[src/rtl/rmfh_pkg.sv]
package rmfh_pkg;

  // Request operation codes. Bit 1 set means initialize, whatever bit 0 holds.
  localparam logic [1:0] OP_ACQUIRE  = 2'd0;
  localparam logic [1:0] OP_RELEASE  = 2'd1;
  localparam int unsigned OP_INIT_BIT = 1;

  typedef enum logic [3:0] {
    STATUS_GRANTED   = 4'd0,
    STATUS_RECURSIVE = 4'd1,
    STATUS_QUEUED    = 4'd2,
    STATUS_HELD      = 4'd3,
    STATUS_FREED     = 4'd4,
    STATUS_HANDOFF   = 4'd5,
    STATUS_INIT      = 4'd6,
    STATUS_NOT_OWNER = 4'd7,
    STATUS_QFULL     = 4'd8,
    STATUS_OVERFLOW  = 4'd9
  } status_e;

  typedef enum logic {
    S_IDLE = 1'b0,
    S_EXEC = 1'b1
  } state_e;

  typedef struct packed {
    logic load;
    logic exec;
  } ctrl_cmd_t;

  typedef struct packed {
    logic out_stall;
  } dp_stat_t;

endpackage

[src/rtl/rmfh_req_if.sv]
interface rmfh_req_if #(
  parameter int unsigned TID_W = 8
);
  logic             valid;
  logic             ready;
  logic [1:0]       operation;
  logic [TID_W-1:0] thread_id;
  logic             init_owned;

  modport source (output valid, output operation, output thread_id, output init_owned,
                  input ready);
  modport sink   (input valid, input operation, input thread_id, input init_owned,
                  output ready);
endinterface

[src/rtl/rmfh_rsp_if.sv]
interface rmfh_rsp_if #(
  parameter int unsigned TID_W = 8,
  parameter int unsigned CNT_W = 16
);
  logic               valid;
  logic               ready;
  rmfh_pkg::status_e  status;
  logic               woken_valid;
  logic [TID_W-1:0]   woken_thread;
  logic               owner_valid;
  logic [TID_W-1:0]   owner_thread;
  logic [CNT_W-1:0]   hold_count;

  modport source (output valid, output status, output woken_valid, output woken_thread,
                  output owner_valid, output owner_thread, output hold_count,
                  input ready);
  modport sink   (input valid, input status, input woken_valid, input woken_thread,
                  input owner_valid, input owner_thread, input hold_count,
                  output ready);
endinterface

[src/rtl/recursive_mutex_fifo_handoff.sv]
// Recursive lock with a FIFO of waiting threads. Each request beat (acquire, release
// or initialize) produces exactly one result beat carrying a status code, the thread
// woken by a handoff and the owner and hold count after the request. A request is first
// captured while the head of the wait queue is read from the queue memory; then owner,
// count and queue pointers are updated and the result register is loaded, which waits
// while that register still holds a result not yet taken. The result register
// decouples the two sides, so the next request is taken while a finished result
// still waits, but only after the previous request has executed. No clearing pass
// is needed after reset: a queue entry's value is used only after it was written.
module recursive_mutex_fifo_handoff #(
  parameter int unsigned THREAD_ID_BITS = 8,
  parameter int unsigned QUEUE_DEPTH    = 16,
  parameter int unsigned COUNT_BITS     = 16
) (
  input  logic       clk_i,
  input  logic       rst_ni,
  rmfh_req_if.sink   req_i,
  rmfh_rsp_if.source rsp_o
);
  import rmfh_pkg::*;

  ctrl_cmd_t cmd;
  dp_stat_t  stat;

  rmfh_ctrl u_ctrl (
    .clk_i       (clk_i),
    .rst_ni      (rst_ni),
    .req_valid_i (req_i.valid),
    .req_ready_o (req_i.ready),
    .stat_i      (stat),
    .cmd_o       (cmd)
  );

  rmfh_datapath #(
    .TID_W       (THREAD_ID_BITS),
    .QUEUE_DEPTH (QUEUE_DEPTH),
    .CNT_W       (COUNT_BITS)
  ) u_datapath (
    .clk_i        (clk_i),
    .rst_ni       (rst_ni),
    .cmd_i        (cmd),
    .stat_o       (stat),
    .operation_i  (req_i.operation),
    .thread_id_i  (req_i.thread_id),
    .init_owned_i (req_i.init_owned),
    .rsp_o        (rsp_o)
  );

endmodule

[src/rtl/rmfh_ctrl.sv]
module rmfh_ctrl (
  input  logic                clk_i,
  input  logic                rst_ni,
  input  logic                req_valid_i,
  output logic                req_ready_o,
  input  rmfh_pkg::dp_stat_t  stat_i,
  output rmfh_pkg::ctrl_cmd_t cmd_o
);
  import rmfh_pkg::*;

  state_e state_q, state_d;

  always_comb begin
    state_d = state_q;
    case (state_q)
      S_IDLE: begin
        if (req_valid_i) state_d = S_EXEC;
      end
      S_EXEC: begin
        if (!stat_i.out_stall) state_d = S_IDLE;
      end
      default: state_d = S_IDLE;
    endcase
  end

  always_comb begin
    req_ready_o = 1'b0;
    cmd_o       = '0;
    case (state_q)
      S_IDLE: begin
        req_ready_o = 1'b1;
        cmd_o.load  = req_valid_i;
      end
      S_EXEC: begin
        cmd_o.exec = !stat_i.out_stall;
      end
      default: begin
        req_ready_o = 1'b0;
      end
    endcase
  end

  always_ff @(posedge clk_i or negedge rst_ni) begin
    if (!rst_ni) begin
      state_q <= S_IDLE;
    end else begin
      state_q <= state_d;
    end
  end

  a_no_accept_in_exec: assert property (@(posedge clk_i) disable iff (!rst_ni)
    state_q == S_EXEC |-> !req_ready_o) else $error("request taken while busy");
  a_load_enters_exec: assert property (@(posedge clk_i) disable iff (!rst_ni)
    cmd_o.load |=> state_q == S_EXEC) else $error("load did not start execution");
  a_no_exec_on_stall: assert property (@(posedge clk_i) disable iff (!rst_ni)
    stat_i.out_stall |-> !cmd_o.exec) else $error("executed into a full result register");

endmodule

[src/rtl/rmfh_datapath.sv]
module rmfh_datapath #(
  parameter int unsigned TID_W       = 8,
  parameter int unsigned QUEUE_DEPTH = 16,
  parameter int unsigned CNT_W       = 16
) (
  input  logic                clk_i,
  input  logic                rst_ni,
  input  rmfh_pkg::ctrl_cmd_t cmd_i,
  output rmfh_pkg::dp_stat_t  stat_o,
  input  logic [1:0]          operation_i,
  input  logic [TID_W-1:0]    thread_id_i,
  input  logic                init_owned_i,
  rmfh_rsp_if.source          rsp_o
);
  import rmfh_pkg::*;

  localparam int unsigned PTR_W  = $clog2(QUEUE_DEPTH);
  localparam int unsigned FILL_W = $clog2(QUEUE_DEPTH + 1);
  localparam logic [PTR_W-1:0]  LastSlot = PTR_W'(QUEUE_DEPTH - 1);
  localparam logic [FILL_W-1:0] FullFill = FILL_W'(QUEUE_DEPTH);

  // Captured request and the queue head read at capture time.
  logic [1:0]       op_q;
  logic [TID_W-1:0] tid_q;
  logic             init_own_q;
  logic [TID_W-1:0] head_data_q;

  logic [TID_W-1:0] wait_mem_q [QUEUE_DEPTH];

  logic             owned_q, owned_d;
  logic [TID_W-1:0] owner_q, owner_d;
  logic [CNT_W-1:0] count_q, count_d;
  logic [PTR_W-1:0] head_q, head_d, tail_q, tail_d;
  logic [FILL_W-1:0] fill_q, fill_d;

  logic             rsp_valid_q;
  status_e          status_q, status_d;
  logic             woken_v_q, woken_v_d;
  logic [TID_W-1:0] woken_t_q, woken_t_d;
  logic             enq;

  assign stat_o.out_stall = rsp_valid_q && !rsp_o.ready;

  always_comb begin
    owned_d   = owned_q;
    owner_d   = owner_q;
    count_d   = count_q;
    head_d    = head_q;
    tail_d    = tail_q;
    fill_d    = fill_q;
    woken_v_d = 1'b0;
    woken_t_d = '0;
    enq       = 1'b0;
    status_d  = STATUS_INIT;
    if (op_q[OP_INIT_BIT]) begin
      head_d   = '0;
      tail_d   = '0;
      fill_d   = '0;
      owned_d  = init_own_q;
      owner_d  = init_own_q ? tid_q : '0;
      count_d  = init_own_q ? CNT_W'(1) : '0;
      status_d = STATUS_INIT;
    end else if (op_q == OP_ACQUIRE) begin
      if (owned_q && owner_q == tid_q) begin
        if (&count_q) begin
          status_d = STATUS_OVERFLOW;
        end else begin
          count_d  = count_q + CNT_W'(1);
          status_d = STATUS_RECURSIVE;
        end
      end else if (!owned_q) begin
        owned_d  = 1'b1;
        owner_d  = tid_q;
        count_d  = CNT_W'(1);
        status_d = STATUS_GRANTED;
      end else if (fill_q == FullFill) begin
        status_d = STATUS_QFULL;
      end else begin
        enq      = 1'b1;
        tail_d   = (tail_q == LastSlot) ? '0 : tail_q + PTR_W'(1);
        fill_d   = fill_q + FILL_W'(1);
        status_d = STATUS_QUEUED;
      end
    end else begin
      if (!owned_q || owner_q != tid_q) begin
        status_d = STATUS_NOT_OWNER;
      end else if (count_q > CNT_W'(1)) begin
        count_d  = count_q - CNT_W'(1);
        status_d = STATUS_HELD;
      end else if (fill_q == '0) begin
        owned_d  = 1'b0;
        owner_d  = '0;
        count_d  = '0;
        status_d = STATUS_FREED;
      end else begin
        woken_v_d = 1'b1;
        woken_t_d = head_data_q;
        head_d    = (head_q == LastSlot) ? '0 : head_q + PTR_W'(1);
        fill_d    = fill_q - FILL_W'(1);
        owner_d   = head_data_q;
        count_d   = CNT_W'(1);
        status_d  = STATUS_HANDOFF;
      end
    end
  end

  always_ff @(posedge clk_i or negedge rst_ni) begin
    if (!rst_ni) begin
      owned_q     <= 1'b0;
      owner_q     <= '0;
      count_q     <= '0;
      head_q      <= '0;
      tail_q      <= '0;
      fill_q      <= '0;
      rsp_valid_q <= 1'b0;
    end else begin
      if (cmd_i.exec) begin
        owned_q <= owned_d;
        owner_q <= owner_d;
        count_q <= count_d;
        head_q  <= head_d;
        tail_q  <= tail_d;
        fill_q  <= fill_d;
      end
      if (cmd_i.exec) begin
        rsp_valid_q <= 1'b1;
      end else if (rsp_o.ready) begin
        rsp_valid_q <= 1'b0;
      end
    end
  end

  // Request capture, queue memory and result payload.
  always_ff @(posedge clk_i) begin
    if (cmd_i.load) begin
      op_q        <= operation_i;
      tid_q       <= thread_id_i;
      init_own_q  <= init_owned_i;
      head_data_q <= wait_mem_q[head_q];
    end
    if (cmd_i.exec && enq) begin
      wait_mem_q[tail_q] <= tid_q;
    end
    if (cmd_i.exec) begin
      status_q  <= status_d;
      woken_v_q <= woken_v_d;
      woken_t_q <= woken_t_d;
    end
  end

  assign rsp_o.valid        = rsp_valid_q;
  assign rsp_o.status       = status_q;
  assign rsp_o.woken_valid  = woken_v_q;
  assign rsp_o.woken_thread = woken_t_q;
  assign rsp_o.owner_valid  = owned_q;
  assign rsp_o.owner_thread = owned_q ? owner_q : '0;
  assign rsp_o.hold_count   = owned_q ? count_q : '0;

  a_fill_bounded: assert property (@(posedge clk_i) disable iff (!rst_ni)
    fill_q <= FullFill) else $error("wait queue fill beyond depth");
  a_free_has_zero_count: assert property (@(posedge clk_i) disable iff (!rst_ni)
    !owned_q |-> count_q == '0) else $error("free lock with nonzero count");
  a_owned_count_nonzero: assert property (@(posedge clk_i) disable iff (!rst_ni)
    owned_q |-> count_q != '0) else $error("owned lock with zero count");
  a_exec_gives_beat: assert property (@(posedge clk_i) disable iff (!rst_ni)
    cmd_i.exec |=> rsp_valid_q) else $error("result beat missing after execution");

endmodule
[src/flat_wrapper.sv]
// flat-port wrapper written by rule: the top's interface ports become plain ports
module recursive_mutex_fifo_handoff_flat import rmfh_pkg::*;
#(
  parameter int unsigned THREAD_ID_BITS = 8,
  parameter int unsigned QUEUE_DEPTH    = 16,
  parameter int unsigned COUNT_BITS     = 16
)
  (clk_i, rst_ni, req_i_valid, req_i_operation, req_i_thread_id, req_i_init_owned, req_i_ready, rsp_o_valid, rsp_o_status, rsp_o_woken_valid, rsp_o_woken_thread, rsp_o_owner_valid, rsp_o_owner_thread, rsp_o_hold_count, rsp_o_ready);
  rmfh_req_if req_i_i ();
  rmfh_rsp_if rsp_o_i ();
  input  logic clk_i;
  input  logic rst_ni;
  input wire logic [$bits(req_i_i.valid)-1:0] req_i_valid;
  input wire logic [$bits(req_i_i.operation)-1:0] req_i_operation;
  input wire logic [$bits(req_i_i.thread_id)-1:0] req_i_thread_id;
  input wire logic [$bits(req_i_i.init_owned)-1:0] req_i_init_owned;
  output wire logic [$bits(req_i_i.ready)-1:0] req_i_ready;
  output wire logic [$bits(rsp_o_i.valid)-1:0] rsp_o_valid;
  output wire logic [$bits(rsp_o_i.status)-1:0] rsp_o_status;
  output wire logic [$bits(rsp_o_i.woken_valid)-1:0] rsp_o_woken_valid;
  output wire logic [$bits(rsp_o_i.woken_thread)-1:0] rsp_o_woken_thread;
  output wire logic [$bits(rsp_o_i.owner_valid)-1:0] rsp_o_owner_valid;
  output wire logic [$bits(rsp_o_i.owner_thread)-1:0] rsp_o_owner_thread;
  output wire logic [$bits(rsp_o_i.hold_count)-1:0] rsp_o_hold_count;
  input wire logic [$bits(rsp_o_i.ready)-1:0] rsp_o_ready;
  assign req_i_i.valid = req_i_valid;
  assign req_i_i.operation = req_i_operation;
  assign req_i_i.thread_id = req_i_thread_id;
  assign req_i_i.init_owned = req_i_init_owned;
  assign req_i_ready = req_i_i.ready;
  assign rsp_o_valid = rsp_o_i.valid;
  assign rsp_o_status = rsp_o_i.status;
  assign rsp_o_woken_valid = rsp_o_i.woken_valid;
  assign rsp_o_woken_thread = rsp_o_i.woken_thread;
  assign rsp_o_owner_valid = rsp_o_i.owner_valid;
  assign rsp_o_owner_thread = rsp_o_i.owner_thread;
  assign rsp_o_hold_count = rsp_o_i.hold_count;
  assign rsp_o_i.ready = rsp_o_ready;
  recursive_mutex_fifo_handoff #(.THREAD_ID_BITS(THREAD_ID_BITS), .QUEUE_DEPTH(QUEUE_DEPTH), .COUNT_BITS(COUNT_BITS)) u_core (.clk_i(clk_i), .rst_ni(rst_ni), .req_i(req_i_i), .rsp_o(rsp_o_i));
endmodule
[config.mk]
export PLATFORM = sky130hd
export DESIGN_NAME = recursive_mutex_fifo_handoff_flat
export DESIGN_NICKNAME = d
export VERILOG_FILES = /design/src/rtl/rmfh_pkg.sv /design/src/rtl/rmfh_req_if.sv /design/src/rtl/rmfh_rsp_if.sv /design/src/rtl/recursive_mutex_fifo_handoff.sv /design/src/rtl/rmfh_ctrl.sv /design/src/rtl/rmfh_datapath.sv /design/src/flat_wrapper.sv
export SDC_FILE = /design/constraint.sdc
export NUM_CORES = 1
export LEC_CHECK = 0
export ABC_AREA = 1
export BUFFER_PORTS_ARGS = -buffer_cell sky130_fd_sc_hd__buf_4
export CORE_MARGIN = 2
export CORE_UTILIZATION = 60
export DETAILED_ROUTE_END_ITERATION = 7
export GPL_ROUTABILITY_DRIVEN = 0
export MAX_ROUTING_LAYER = met4
export PLACE_DENSITY = 0.83
export SLEW_MARGIN = 10
export SYNTH_ARGS = -nofsm -noshare
export SYNTH_HDL_FRONTEND = slang
export SYNTH_HIERARCHICAL = 1
export SYNTH_SLANG_ARGS = --single-unit
[constraint.sdc]
create_clock -name clk_i -period 3.5 [get_ports clk_i]
set_input_delay 0.35 -clock clk_i [delete_from_list [all_inputs] [get_ports clk_i]]
set_output_delay 0.35 -clock clk_i [all_outputs]
set_load 0.005 [all_outputs]
==> metrics.md <==
| Metric | Value |
|---|---|
| PostCTS Resize Cnt | 0 |
| Share of layout cells above drive strength 1 | 12.9% |
| # fillers | 1,135 |
| GRT overflow | 0 |
| Post-synth EDFFs | 160 |
| Most frequent cells in the layout | nand2_1 (289), edfxtp_1 (160), nor2_1 (113), inv_1 (99), buf_4 (86) |
| Footprint of the multi-input gates | 3330 µm² |
| Synth Area per Inst | 9.32 µm² |
| First-pass GRT wire length | 38.2 mm |
| Post-route DRC | 0 |
| Placed Instances | 1,302 |
| Final core occ | 69.8% |
| Worst relative slew slack | 39.3% |
| Final setup violation count | 0 |
| Maximum clock rate | 0.339 GHz |
| Via-to-Cell Ratio | 5.86 |
| Status | complete, no violations |
| Synth Register Bits | 200 |
| Fin area | 11,100 µm² |
| Worst-path clk slew | 0.08 ns |
| Die area | 17,300 µm² |
| Worst slew pin tran | 0.909 ns |
| Netlist cell types | 39 |
| Routed len/inst | 17.9 µm |
| Core ar. | 15,900 µm² |
| Sequential Area | 5810 µm² |
| RSZ-0062 raised after global routing | false |
| Die width | 131 µm |
| Pwr Density | 681 nW/µm² |
| Worst r2r path cells | 10 |
| Hold/Removal Path Class | in2reg |
| Cell count after synthesis | 1,046 |
| CTS tree | yes |
| Final hold vios | 0 |
| Setup_tns | 0 ns |
| Initial Util | 61.4% |
| Max Root-Sink Buffers | 2 |
| Mapped Nets | 1,073 |
| CTS Buf Count | 17 |
| Non-Filler Instances | 1,335 |
| Kind of critical path | reg2reg |
| Clk_lat worst skew | 0.44 ns |
| Async SR Flop Fraction | 20.0% |
| Row Count | 46 |
| Commonest non-fill, non-tap cell in the layout | nand2_1 |
| Die Y | 131 µm |
| Tot Pwr | 7.55 mW |
| Max cap viols | 0 |
| Leak Pwr | 4.72 nW |
| Final #Nets | 1,133 |
| Routed Antenna Nets | 0 |
| Initial drt markers | 1,098 |
| Crit path DAT | 3.28 ns |
| Sequential share of the synthesized area | 59.5% |
| Hold Crit Depth | 1 |
| Num Clock Sinks | 200 |
| Root buffer cell | clkbuf_16 |
| Netlist area before placement | 9750 µm² |
| Critical Path RT | 3.84 ns |
| Detailed Routing Iterations Pass 1 | 6 |
| Layout area overhead | 13.7% |
| IO Count | 55 |
| CP Launch Type | flop |
| IO Port Bufs | 54 |
| Layout Skew | 0.00931 ns |
| Gr usage total | 29.2% |
| Max FO, Critical Path | 21 |
| Post-synth top flop | edfxtp_1 |
| Wirelength, routed | 24.0 mm |
| DP Wirelength | 15.8 mm |
| Number of global-route vias before repair | 7,364 |
| Via count | 7,828 |
| Pin count of the biggest net entering global routing | 68 |
| H-tree depth | 4 |
| DP Area | 10,500 µm² |
| Initial antenna violation count | 0 |
| Yosys warning total | 6 |
| Slew Viols, Final | 0 |
| Worst setup EP type | flop |
| Period utilization | 84.2% |
| Final min period | 2.95 ns |
| Antenna Cells | 0 |
| Maximum VDD drop | 0.487 mV |
final timing paths:
kind,startpoint,endpoint,slack (ns)
max,u_core/u_datapath/tid_q[1],u_core/u_datapath/count_q[8],0.55
min,req_i_thread_id[1],u_core/u_datapath/tid_q[1],0.08
max reg2reg,u_core/u_datapath/tid_q[1],u_core/u_datapath/count_q[8],0.55
min reg2reg,u_core/u_ctrl/state_q,u_core/u_ctrl/state_q,0.51
max in group asynchronous,rst_ni,u_core/u_datapath/head_q[0],2.66
min in group asynchronous,rst_ni,u_core/u_datapath/count_q[13],0.45
state kept, by name, summed over array words and instances (netlist names):
name,flops
u_core/u_datapath/head_data_q,8
u_core/u_datapath/rsp_o.status,4
u_core/u_datapath/init_own_q,1
u_core/u_datapath/owner_q,8
u_core/u_datapath/rsp_o.woken_thread,8
u_core/u_datapath/rsp_o.valid,1
u_core/u_datapath/fill_q,5
u_core/u_datapath/tid_q,8
u_core/u_datapath/op_q,2
u_core/u_datapath/rsp_o.owner_valid,1
u_core/u_datapath/rsp_o.woken_valid,1
u_core/u_datapath/tail_q,4
u_core/u_datapath/wait_mem_q,128
u_core/u_datapath/count_q,16
u_core/u_ctrl/state_q,1
u_core/u_datapath/head_q,4
per-stage QoR:
stage / hold slack (ns) / setup WS (ns)
detailed placement: 0.369 / 0.652
CTS: 0.0737 / 0.616
floorplan: 0.0544 / 0.610
finish: 0.0813 / 0.552
global placement: 0.362 / 0.836
global route: 0.0664 / 0.256
cells in the mapped netlist, drive strengths merged, types with 2 or more instances:
| cell type | number | area [µm²] |
|---|---|---|
| nand2 | 295 | 1130 |
| edfxtp | 160 | 4800 |
| nor2 | 124 | 510 |
| inv | 102 | 383 |
| o21ai | 73 | 365 |
| nand3 | 69 | 345 |
| dfrtp | 40 | 1000 |
| a21oi | 32 | 171 |
| clkbuf | 26 | 97.6 |
| buf | 21 | 130 |
| o22ai | 17 | 106 |
| nand4 | 15 | 100 |
| nor3 | 15 | 75.1 |
| xor2 | 15 | 131 |
| ha | 11 | 138 |
| a221oi | 9 | 78.8 |
| o221ai | 6 | 52.6 |
| nand3b | 3 | 22.5 |
| o211ai | 2 | 15.0 |
| or2 | 2 | 12.5 |
| xnor2 | 2 | 17.5 |
worst max-delay path: stages (launching register included):
cell	delay (ns)
edfxtp_1	0.75
inv_1	0.16
nand2_1	0.11
nand2_1	0.05
nor2_1	0.10
nand3_1	0.13
nor2_4	0.42
nand2_1	0.10
nand2_1	0.07
nand3_1	0.54
o21ai_0	0.38
repair_timing:
item                                   CTS  global route
endpoints found under the hold margin   40             0
setup buffers                            0             0
hold buffers                             1             0
area by class of cell:
| type | count | share of cell area (%) |
|---|---|---|
| Multi-Input combinational cell | 696 | 30.1 |
| Clock inverter | 15 | 1.69 |
| Tap cell | 216 | 2.44 |
| Timing Repair Buffer | 88 | 6.10 |
| Clock buffer | 17 | 3.84 |
| Inverter | 103 | 3.49 |
| Sequential cell | 200 | 52.4 |
report_power, final:
group          switching [mW]  internal (mW)  total, mW
clock network           0.960           1.02       1.98
registers               0.319           2.81       3.12
logic                    1.60          0.842       2.45
cells by family after synthesis:
logic type,after synthesis,share of synthesized area (%)
DFF,200,59.5
AOI/OAI and AO/OA,143,8.43
and+or+nand+nor,524,22.6
adders and majority gates,12,1.62
xor gates and xnor gates,17,1.53
buffers and inverters,150,6.30
routing by layer:
metal  track usage (%)  part of all wire (%)
met1              38.5                    39
met2              46.0                    48
met3              5.02                    10
met5                 -                     0
met4              10.6                   2.8
Note: power is estimated with default switching activity, not from simulation.
